$ cat config.mk
export PLATFORM = sky130hd
export DESIGN_NAME = pulse_width_serial_receiver_flat
export DESIGN_NICKNAME = d
export VERILOG_FILES = /design/src/hw/rtl/pwsr_pkg.sv /design/src/hw/rtl/pwsr_if.sv /design/src/hw/rtl/pwsr_regs.sv /design/src/hw/rtl/pwsr_decoder.sv /design/src/hw/rtl/pulse_width_serial_receiver.sv /design/src/flat_wrapper.sv
export SDC_FILE = /design/constraint.sdc
export NUM_CORES = 1
export LEC_CHECK = 0
export ABC_AREA = 1
export BUFFER_PORTS_ARGS = -buffer_cell sky130_fd_sc_hd__buf_4
export CAP_MARGIN = 25
export CORE_MARGIN = 2
export CORE_UTILIZATION = 52
export CTS_BUF_LIST = sky130_fd_sc_hd__clkbuf_2 sky130_fd_sc_hd__clkbuf_4 sky130_fd_sc_hd__clkbuf_8
export CTS_CLUSTER_SIZE = 40
export DETAILED_ROUTE_END_ITERATION = 8
export GPL_ROUTABILITY_DRIVEN = 0
export PLACE_DENSITY = 0.76
export SLEW_MARGIN = 10
export SYNTH_ARGS = -nofsm -noshare
export SYNTH_HDL_FRONTEND = slang
export SYNTH_HIERARCHICAL = 1
export SYNTH_SLANG_ARGS = --single-unit
$ cat constraint.sdc
create_clock -name clk_i -period 6.3 [get_ports clk_i]
set_input_delay 0.63 -clock clk_i [delete_from_list [all_inputs] [get_ports clk_i]]
set_output_delay 0.63 -clock clk_i [all_outputs]
set_load 0.01 [all_outputs]
$ cat src/hw/rtl/pwsr_pkg.sv
// Package with the shared types and constants of the pulse-width serial receiver.
package pwsr_pkg;

  localparam int unsigned MaxFrameBytes = 64;

  localparam logic [7:0] TimeoutReset  = 8'd255;
  localparam logic [6:0] MaxBytesReset = 7'd64;
  localparam logic [6:0] FrameCap      = 7'(MaxFrameBytes > 127 ? 127 : MaxFrameBytes);
  localparam logic [3:0] BitsPerByte   = 4'd8;

  localparam int unsigned AddrWidth = 3;
  localparam logic RegTimeout  = 1'b0;
  localparam logic RegMaxBytes = 1'b1;

  typedef enum logic [1:0] {
    PhIdle,
    PhPreamble,
    PhHigh,
    PhLow
  } phase_e;

  typedef enum logic {
    KindData  = 1'b0,
    KindAbort = 1'b1
  } kind_e;

  typedef struct packed {
    logic [7:0] timeout_ticks;
    logic [6:0] max_bytes;
  } cfg_t;

  typedef struct packed {
    logic       valid;
    kind_e      kind;
    logic [7:0] data_byte;
    logic [5:0] byte_index;
    logic       last_byte;
  } result_t;

endpackage

$ cat src/hw/rtl/pwsr_if.sv
// Handshake interfaces for the sample input and the result output.
interface pwsr_in_if;
  logic valid;
  logic ready;
  logic line_level;

  modport source (output valid, output line_level, input ready);
  modport sink (input valid, input line_level, output ready);
endinterface

interface pwsr_out_if;
  logic       valid;
  logic       ready;
  logic       result_kind;
  logic [7:0] data_byte;
  logic [5:0] byte_index;
  logic       last_byte;

  modport source (output valid, output result_kind, output data_byte, output byte_index,
                  output last_byte, input ready);
  modport sink (input valid, input result_kind, input data_byte, input byte_index,
                input last_byte, output ready);
endinterface

$ cat src/hw/rtl/pwsr_regs.sv
// APB-style configuration registers of the receiver.
module pwsr_regs (
  input  logic                           clk_i,
  input  logic                           rst_ni,
  input  logic                           psel,
  input  logic                           penable,
  input  logic                           pwrite,
  input  logic [pwsr_pkg::AddrWidth-1:0] paddr,
  input  logic [31:0]                    pwdata,
  output logic [31:0]                    prdata,
  output logic                           pready,
  output pwsr_pkg::cfg_t                 cfg_o
);

  pwsr_pkg::cfg_t cfg_q, cfg_d;
  logic           wr_en;

  assign pready = 1'b1;
  assign wr_en  = psel && penable && pwrite;

  always_comb begin
    cfg_d = cfg_q;
    if (wr_en) begin
      unique case (paddr[2])
        pwsr_pkg::RegTimeout:  cfg_d.timeout_ticks = pwdata[7:0];
        pwsr_pkg::RegMaxBytes: cfg_d.max_bytes     = pwdata[6:0];
        default:               cfg_d               = cfg_q;
      endcase
    end
  end

  always_ff @(posedge clk_i or negedge rst_ni) begin
    if (!rst_ni) begin
      cfg_q.timeout_ticks <= pwsr_pkg::TimeoutReset;
      cfg_q.max_bytes     <= pwsr_pkg::MaxBytesReset;
    end else begin
      cfg_q <= cfg_d;
    end
  end

  always_comb begin
    unique case (paddr[2])
      pwsr_pkg::RegTimeout:  prdata = {24'd0, cfg_q.timeout_ticks};
      pwsr_pkg::RegMaxBytes: prdata = {25'd0, cfg_q.max_bytes};
      default:               prdata = 32'd0;
    endcase
  end

  assign cfg_o = cfg_q;

endmodule

$ cat src/hw/rtl/pwsr_decoder.sv
// Frame state machine, phase counters and bit decision of the receiver.
module pwsr_decoder (
  input  logic              clk_i,
  input  logic              rst_ni,
  input  logic              step_i,
  input  logic              level_i,
  input  pwsr_pkg::cfg_t    cfg_i,
  output pwsr_pkg::result_t res_o
);

  pwsr_pkg::phase_e phase_q, phase_d;
  logic             prev_q, prev_d;
  logic [7:0]       high_q, high_d;
  logic [7:0]       low_q, low_d;
  logic [3:0]       frag_q, frag_d;
  logic [7:0]       shift_q, shift_d;
  logic [6:0]       bytes_q, bytes_d;

  logic [8:0] sum;
  logic       bit_val;
  logic [6:0] cap;
  logic [7:0] idx_next;
  logic       low_timeout;
  logic       high_timeout;

  assign sum          = {1'b0, high_q} + {1'b0, low_q};
  assign bit_val      = high_q > sum[8:1];
  assign low_timeout  = low_q >= cfg_i.timeout_ticks;
  assign high_timeout = high_q >= cfg_i.timeout_ticks;
  assign idx_next     = {1'b0, bytes_q} + 8'd1;

  always_comb begin
    cap = (cfg_i.max_bytes > pwsr_pkg::FrameCap) ? pwsr_pkg::FrameCap : cfg_i.max_bytes;
    if (cap == 7'd0) begin
      cap = 7'd1;
    end
  end

  always_comb begin
    phase_d = phase_q;
    prev_d  = level_i;
    high_d  = high_q;
    low_d   = low_q;
    frag_d  = frag_q;
    shift_d = shift_q;
    bytes_d = bytes_q;
    res_o   = '0;
    unique case (phase_q)
      pwsr_pkg::PhIdle: begin
        if (prev_q && !level_i) begin
          phase_d = pwsr_pkg::PhPreamble;
          low_d   = 8'd1;
          high_d  = 8'd0;
          frag_d  = 4'd0;
          shift_d = 8'd0;
          bytes_d = 7'd0;
        end
      end
      pwsr_pkg::PhPreamble, pwsr_pkg::PhLow: begin
        if (!level_i) begin
          if (low_timeout) begin
            phase_d          = pwsr_pkg::PhIdle;
            res_o.valid      = 1'b1;
            res_o.kind       = pwsr_pkg::KindAbort;
            res_o.last_byte  = 1'b1;
          end else begin
            low_d = low_q + 8'd1;
          end
        end else begin
          phase_d = pwsr_pkg::PhHigh;
          high_d  = 8'd1;
          if (phase_q == pwsr_pkg::PhLow) begin
            if (frag_q < pwsr_pkg::BitsPerByte) begin
              shift_d = {shift_q[6:0], bit_val};
              frag_d  = frag_q + 4'd1;
            end else begin
              bytes_d          = bytes_q + 7'd1;
              res_o.valid      = 1'b1;
              res_o.kind       = pwsr_pkg::KindData;
              res_o.data_byte  = shift_q;
              res_o.byte_index = bytes_q[5:0];
              res_o.last_byte  = bit_val || (idx_next >= {1'b0, cap});
              frag_d           = 4'd0;
              shift_d          = 8'd0;
              if (res_o.last_byte) begin
                phase_d = pwsr_pkg::PhIdle;
              end
            end
          end
        end
      end
      pwsr_pkg::PhHigh: begin
        if (level_i) begin
          if (high_timeout) begin
            phase_d          = pwsr_pkg::PhIdle;
            res_o.valid      = 1'b1;
            res_o.kind       = pwsr_pkg::KindAbort;
            res_o.last_byte  = 1'b1;
          end else begin
            high_d = high_q + 8'd1;
          end
        end else begin
          phase_d = pwsr_pkg::PhLow;
          low_d   = 8'd1;
        end
      end
      default: phase_d = pwsr_pkg::PhIdle;
    endcase
  end

  always_ff @(posedge clk_i or negedge rst_ni) begin
    if (!rst_ni) begin
      phase_q <= pwsr_pkg::PhIdle;
      prev_q  <= 1'b1;
      high_q  <= 8'd0;
      low_q   <= 8'd0;
      frag_q  <= 4'd0;
      shift_q <= 8'd0;
      bytes_q <= 7'd0;
    end else if (step_i) begin
      phase_q <= phase_d;
      prev_q  <= prev_d;
      high_q  <= high_d;
      low_q   <= low_d;
      frag_q  <= frag_d;
      shift_q <= shift_d;
      bytes_q <= bytes_d;
    end
  end

endmodule

$ cat src/hw/rtl/pulse_width_serial_receiver.sv
// Top level of the pulse-width serial receiver: sample register, decoder and result register.
// A sample is registered on acceptance and then decoded; its result word is captured in the
// result register when the decoder advances.
// Throughput: one sample per cycle unless held back as below; the decoder state update sets it.
// A waiting result word holds back only a sample that itself produces a word.
// Reset clears the frame state to idle with the line taken as high, and restores
// the timeout to 255 and the byte capacity to 64.
module pulse_width_serial_receiver (
  input  logic                           clk_i,
  input  logic                           rst_ni,
  pwsr_in_if.sink                        in_sink,
  pwsr_out_if.source                     out_source,
  input  logic                           psel,
  input  logic                           penable,
  input  logic                           pwrite,
  input  logic [pwsr_pkg::AddrWidth-1:0] paddr,
  input  logic [31:0]                    pwdata,
  output logic [31:0]                    prdata,
  output logic                           pready
);

  pwsr_pkg::cfg_t    cfg;
  pwsr_pkg::result_t res;

  logic       in_valid_q;
  logic       level_q;
  logic       out_free;
  logic       advance;
  logic       out_valid_q;
  logic       kind_q;
  logic [7:0] data_q;
  logic [5:0] index_q;
  logic       last_q;

  pwsr_regs u_regs (
    .clk_i   (clk_i),
    .rst_ni  (rst_ni),
    .psel    (psel),
    .penable (penable),
    .pwrite  (pwrite),
    .paddr   (paddr),
    .pwdata  (pwdata),
    .prdata  (prdata),
    .pready  (pready),
    .cfg_o   (cfg)
  );

  pwsr_decoder u_decoder (
    .clk_i   (clk_i),
    .rst_ni  (rst_ni),
    .step_i  (advance),
    .level_i (level_q),
    .cfg_i   (cfg),
    .res_o   (res)
  );

  assign out_free      = !out_valid_q || out_source.ready;
  assign advance       = in_valid_q && (!res.valid || out_free);
  assign in_sink.ready = !in_valid_q || advance;

  always_ff @(posedge clk_i or negedge rst_ni) begin
    if (!rst_ni) begin
      in_valid_q <= 1'b0;
    end else if (in_sink.ready) begin
      in_valid_q <= in_sink.valid;
    end
  end

  always_ff @(posedge clk_i) begin
    if (in_sink.ready && in_sink.valid) begin
      level_q <= in_sink.line_level;
    end
  end

  always_ff @(posedge clk_i or negedge rst_ni) begin
    if (!rst_ni) begin
      out_valid_q <= 1'b0;
    end else if (advance && res.valid) begin
      out_valid_q <= 1'b1;
    end else if (out_source.ready) begin
      out_valid_q <= 1'b0;
    end
  end

  always_ff @(posedge clk_i) begin
    if (advance && res.valid) begin
      kind_q  <= res.kind;
      data_q  <= res.data_byte;
      index_q <= res.byte_index;
      last_q  <= res.last_byte;
    end
  end

  assign out_source.valid       = out_valid_q;
  assign out_source.result_kind = kind_q;
  assign out_source.data_byte   = data_q;
  assign out_source.byte_index  = index_q;
  assign out_source.last_byte   = last_q;

endmodule

$ cat src/flat_wrapper.sv
// flat-port wrapper written by rule: the top's interface ports become plain ports
module pulse_width_serial_receiver_flat 
  (clk_i, rst_ni, psel, penable, pwrite, paddr, pwdata, prdata, pready, in_sink_valid, in_sink_line_level, in_sink_ready, out_source_valid, out_source_result_kind, out_source_data_byte, out_source_byte_index, out_source_last_byte, out_source_ready);
  pwsr_in_if in_sink_i ();
  pwsr_out_if out_source_i ();
  input  logic clk_i;
  input  logic rst_ni;
  input  logic psel;
  input  logic penable;
  input  logic pwrite;
  input  logic [pwsr_pkg::AddrWidth-1:0] paddr;
  input  logic [31:0] pwdata;
  output logic [31:0] prdata;
  output logic pready;
  input wire logic [$bits(in_sink_i.valid)-1:0] in_sink_valid;
  input wire logic [$bits(in_sink_i.line_level)-1:0] in_sink_line_level;
  output wire logic [$bits(in_sink_i.ready)-1:0] in_sink_ready;
  output wire logic [$bits(out_source_i.valid)-1:0] out_source_valid;
  output wire logic [$bits(out_source_i.result_kind)-1:0] out_source_result_kind;
  output wire logic [$bits(out_source_i.data_byte)-1:0] out_source_data_byte;
  output wire logic [$bits(out_source_i.byte_index)-1:0] out_source_byte_index;
  output wire logic [$bits(out_source_i.last_byte)-1:0] out_source_last_byte;
  input wire logic [$bits(out_source_i.ready)-1:0] out_source_ready;
  assign in_sink_i.valid = in_sink_valid;
  assign in_sink_i.line_level = in_sink_line_level;
  assign in_sink_ready = in_sink_i.ready;
  assign out_source_valid = out_source_i.valid;
  assign out_source_result_kind = out_source_i.result_kind;
  assign out_source_data_byte = out_source_i.data_byte;
  assign out_source_byte_index = out_source_i.byte_index;
  assign out_source_last_byte = out_source_i.last_byte;
  assign out_source_i.ready = out_source_ready;
  pulse_width_serial_receiver u_core (.clk_i(clk_i), .rst_ni(rst_ni), .in_sink(in_sink_i), .out_source(out_source_i), .psel(psel), .penable(penable), .pwrite(pwrite), .paddr(paddr), .pwdata(pwdata), .prdata(prdata), .pready(pready));
endmodule
Yosys cells after proc, flatten, opt, wreduce, memory -nomap -nowiden
Index checks and enable logic that the tools add are counted.

Output and inout bits: 51. Flip-flop bits (word level): 72. Bits of input ports: 43.

Reductions and logical operators: 27. Add/subtract/negate cells: 6. Muxes and demuxes: 50. Bitwise gates (word level): 4. Magnitude comparators: 6. Eq/ne operators: 14.

Operator list (number): $mux 8 (11); $pmux 32 s2 (1); $pmux 8 s3 (2); $mux 7 (6); $mux 17 (2); $mux 2 (12); $add 8x1->8 const B (2); $ge 8x8->1 (2); $mux 4 (4); $pmux 8 s2 (1); $reduce_and 5->1 (3); $ne 2x2->1 const B (7); $pmux 7 s2 (1); $add 8x8->9 (1); $add 7x1->8 const B (1); $ge 8x7->1 (1); $gt 8x8->1 (1); $pmux 4 s2 (1); $add 7x1->7 const B (1); $gt 7x7->1 const B (1); $logic_not 7->1 (1); $logic_and 1x1->1 (6); $mux 1 (6); $pmux 2 s3 (1); other kinds (19) (32).

Longest topological paths before layout
Word-level depth: 15. Gate-level depth with buffers: 24. Gate-level depth less buffers: 24.

By module
The synthesis kept the hierarchy.

By module, submodules not included: pwsr_decoder (area each 3243.1 um2, cells an instance 440, seq. area each 952.2 um2, times used 1); pwsr_regs (area each 919.6 um2, cells an instance 120, seq. area each 386.6 um2, times used 1); pulse_width_serial_receiver (area each 620.6 um2, cells an instance 32, seq. area each 560.5 um2, times used 1).

Least setup slack after synthesis
OpenSTA, ideal clock, no wires.

Path kind: register -> register. Start point: reg u_core.u_decoder.high_q[1]. End point: reg u_core.last_q, in the netlist u_core/out_source.last_byte (data pin). Library setup time: 258 ps. Stages on the path, launching flop included: 17. Data required time: 6042 ps. Path slack: 3535 ps. Arrival: 2507 ps. Clock period less this slack: 2765 ps. Cell sequence: dfrtp_1 inv_1 fa_1 o21ai_0 a21oi_1 o21bai_1 nand2_1 nand2_1 a21oi_1 ha_1 a21o_1 nor2_1 nand2_1 nand2_1 nand3_1 nor2_1 a21oi_1.

RTL lines: from (decl) (line pwsr_decoder.sv:13) `logic [7:0] high_q, high_d;`; from (signal assigned) (line pwsr_decoder.sv:123) `high_q <= high_d;`; to (signal assigned) (line pulse_width_serial_receiver.sv:90) `last_q <= res.last_byte;`; to (decl) (line pulse_width_serial_receiver.sv:33) `logic last_q;`.

==> impl_metrics.ini <==
[floorplanning]
pin_count = 94
num_rows = 34
die_h_um = 99.91
start_util = 0.5432
core_um2 = 8806
die_area_um2 = 9982
die_x_um = 99.91

[layout]
drive_gt1_frac = 0.1426
antenna_cells = 0
nets = 723
syn_to_final_growth_pct = 10.86
stdcell_area_um2 = 5303
nFillCells = 795
fin_util = 0.6022

[clocking]
clock_path_buffers = 2
cts_hold_buf = 0
ctsResizeCount = 0
cts_sinks = 72
clock_latency_ns = 0.36
cts_post_setup_buffers_inserted = 0
cts_root_buf = clkbuf_8
htreeDepth = 3
numCtsBuffers = 9
cts_tree = built
path_clk_slew_ns = 0.08

[timing]
slew_headroom = 0.5263
fin_worst_skew_ns = 0.008458
worst_slew_pin_slew_ns = 0.7106
setup_tns_ns = 0
hold_ws_ns = 0.3227
fin_crit_sh = 0.5632
layout_min_cycle_time_ns = 3.548
maxSlewViolCount = 0
setup_viol = 0
rsz0062_at_grt = no
fmax_ghz = 0.2818
hold_violations = 0

[grt]
antenna_found_initial = 0
grt.met1_usage = 0.2481
met3_usage = 0.04666
grt_use_met2 = 0.3706
grt_pass1_wl_um = 16680
grt-ovfl-total = 0
grt_max_degree = 56
busiest_layer = met2
track_usage = 0.2095
grt_pass1_vias = 3835

[pwr]
power.leakage_nw = 2.647
p_per_area_nw_per_um2 = 355.6
finalPower_mw = 1.886
peakVddDrop_mv = 0.1481

[route]
ant_nets = 0
drt-total-wl_um = 9987
vias_per_cell = 5.284
drtIter0Drc = 168
drc = 0
detailroute.via_count = 3942
wl_per_cell_um = 13.39
firstDrtPassIters = 7

[setup_path]
arrival_ns = 3.82
cp-endpoint = u_core/u_decoder/frag_q[2]
reg2reg_slack_ns = 2.75
worstPathMaxFanout = 12
worst-setup-path-type = reg -> reg
worstReg2RegEnd = u_core/u_decoder/frag_q[2]
path_cells = inv_1 > ha_1 > a21oi_1 > nor2_1 > nor3_1 > nand2_1 > nand2_1 > nand3_1 > nand2_1 > inv_1 > nand3_1 > nand2_1 > inv_1 > inv_1 > a21oi_4 > o21ai_2 > nor2_2 > nand3_2 > o21ai_0
cp_num_buf_inv = 4
cp_slowest_cell = dfstp_2
cp.required_ns = 6.57
end_kind = flip-flop
cp_top_family = simple AND/OR/NAND/NOR gates
r2r.worst_path.cells = 19
startpoint = u_core/u_regs/cfg_o[12]
crit-reg2reg-launch = u_core/u_regs/cfg_o[12]
worstSetupStartpointType = flip-flop
path_depth = 19
crit_path_max_incr_delay_ns = 0.55

[placement]
dp_hpwl_um = 7379
placed_area_um2 = 5060
portBuffers = 42

[logic_synthesis]
yosys_warnings = 6
ys.flop_type = dfrtp_1
ys_seq_elements = 72
synthCells = 592
async_flop_share = 0.7639
ys_types = 40
synth-edff-count = 17
synth_area_um2 = 4783
avgSynthCellArea_um2 = 8.080
yosysSeqAreaShare = 0.3971

[flow_run]
drv_cap = 0

[hold_path]
hold_class = in -> async

[status]
outcome = complete, no violations
==> worst min path at each step <==
stage	start	slack, ns	cells after the start	endpoint
after floorplan	rst_ni	0.33	0	u_core/in_valid_q
after global routing	rst_ni	0.37	1	u_core/u_decoder/bytes_q[4]
final	rst_ni	0.32	1	u_core/u_decoder/bytes_q[4]
after detailed placement	u_core/u_regs/cfg_o[10]	0.47	2	u_core/u_regs/cfg_o[10]
after CTS	rst_ni	0.35	1	u_core/u_decoder/bytes_q[6]
after global placement	u_core/u_regs/cfg_o[14]	0.47	2	u_core/u_regs/cfg_o[14]
==> cells in the mapped netlist, types with 5 or more instances <==
| cell | instances | area (um^2) |
|---|---|---|
| a21oi_1 | 28 | 140.1 |
| buf_4 | 27 | 202.7 |
| dfrtp_1 | 45 | 1126 |
| dfstp_2 | 10 | 262.8 |
| edfxtp_1 | 17 | 510.5 |
| ha_1 | 46 | 575.6 |
| inv_1 | 77 | 289.0 |
| nand2_1 | 155 | 581.8 |
| nand3_1 | 37 | 185.2 |
| nand4_1 | 5 | 31.28 |
| nor2_1 | 48 | 180.2 |
| o21ai_0 | 23 | 115.1 |
| o21ai_2 | 5 | 43.79 |
| o22ai_1 | 11 | 68.82 |
| xnor2_1 | 6 | 52.55 |
| xor2_1 | 11 | 96.34 |
==> placed cells by master, fill, tap and decap left out, types with 4 or more instances in the layout <==
| cell type | n |
|---|---|
| nand2_1 | 155 |
| inv_1 | 77 |
| nor2_1 | 48 |
| ha_1 | 46 |
| dfrtp_1 | 45 |
| buf_4 | 42 |
| nand3_1 | 37 |
| a21oi_1 | 28 |
| conb_1 | 25 |
| o21ai_0 | 23 |
| edfxtp_1 | 17 |
| xor2_1 | 11 |
| o22ai_1 | 11 |
| dfstp_2 | 10 |
| clkbuf_8 | 9 |
| xnor2_1 | 6 |
| nand4_1 | 5 |
| o21ai_2 | 5 |
| inv_2 | 4 |
==> cell type report <==
cell class / instances / area, um^2 / share of cell area
clock inverters: 7 / 118.9 / 0.02242
flip-flops and latches: 72 / 1899 / 0.3582
multi-input cells: 427 / 2406 / 0.4538
clock buffers: 9 / 123.9 / 0.02336
inverters: 81 / 304.0 / 0.05734
well taps: 108 / 135.1 / 0.02548
repair buffers: 42 / 315.3 / 0.05946
==> registers in the layout (all words and copies together) (netlist names), 2 cells and up <==
| register | cells |
|---|---|
| u_core/u_regs/cfg_o | 15 |
| u_core/u_decoder/frag_q | 4 |
| u_core/out_source.data_byte | 8 |
| u_core/out_source.byte_index | 6 |
| u_core/u_decoder/bytes_q | 7 |
| u_core/u_decoder/high_q | 8 |
| u_core/u_decoder/low_q | 8 |
| u_core/u_decoder/shift_q | 8 |
| u_core/u_decoder/phase_q | 2 |
==> where the power goes <==
part / total [mW] / switching, mW / leakage, nW / internal [mW]
clock: 0.449 / 0.185 / 0.116 / 0.263
sequential: 0.672 / 0.0916 / 0.838 / 0.581
combinational: 0.765 / 0.492 / 1.69 / 0.273
==> worst register-to-register path, stage by stage, from the launching register on <==
cell	delay [ns]
dfstp_2	0.55
inv_1	0.07
ha_1	0.31
a21oi_1	0.16
nor2_1	0.06
nor3_1	0.19
nand2_1	0.11
nand2_1	0.12
nand3_1	0.09
nand2_1	0.12
inv_1	0.09
nand3_1	0.09
nand2_1	0.06
inv_1	0.05
inv_1	0.07
a21oi_4	0.19
o21ai_2	0.14
nor2_2	0.42
nand3_2	0.34
o21ai_0	0.26
==> logic make-up after synthesis <==
kind of cell               synth area share
and+or+nand+nor                      0.2302
buffers and inverters                0.1180
AOI/OAI and AO/OA                   0.09548
DFF                                  0.3971
adders and majority gates            0.1245
xor gates and xnor gates            0.03113
other                              0.001570
muxes                              0.002093
==> metal layers <==
metal	wire, um	up-vias
li1	-	1944
met1	4302	1887
met2	5054	100
met3	475	11
met4	154	0
met5	0	-
==> per-stage QoR <==
stage          setup WS (ns)  instances
6_report               2.752        746
4_1_cts                2.796        746
5_1_grt                2.496        746
3_3_place_gp           2.966        730
2_1_floorplan          3.536        615
3_5_place_dp           2.812        730
No activity file was read; power rests on OpenSTA's default activity.
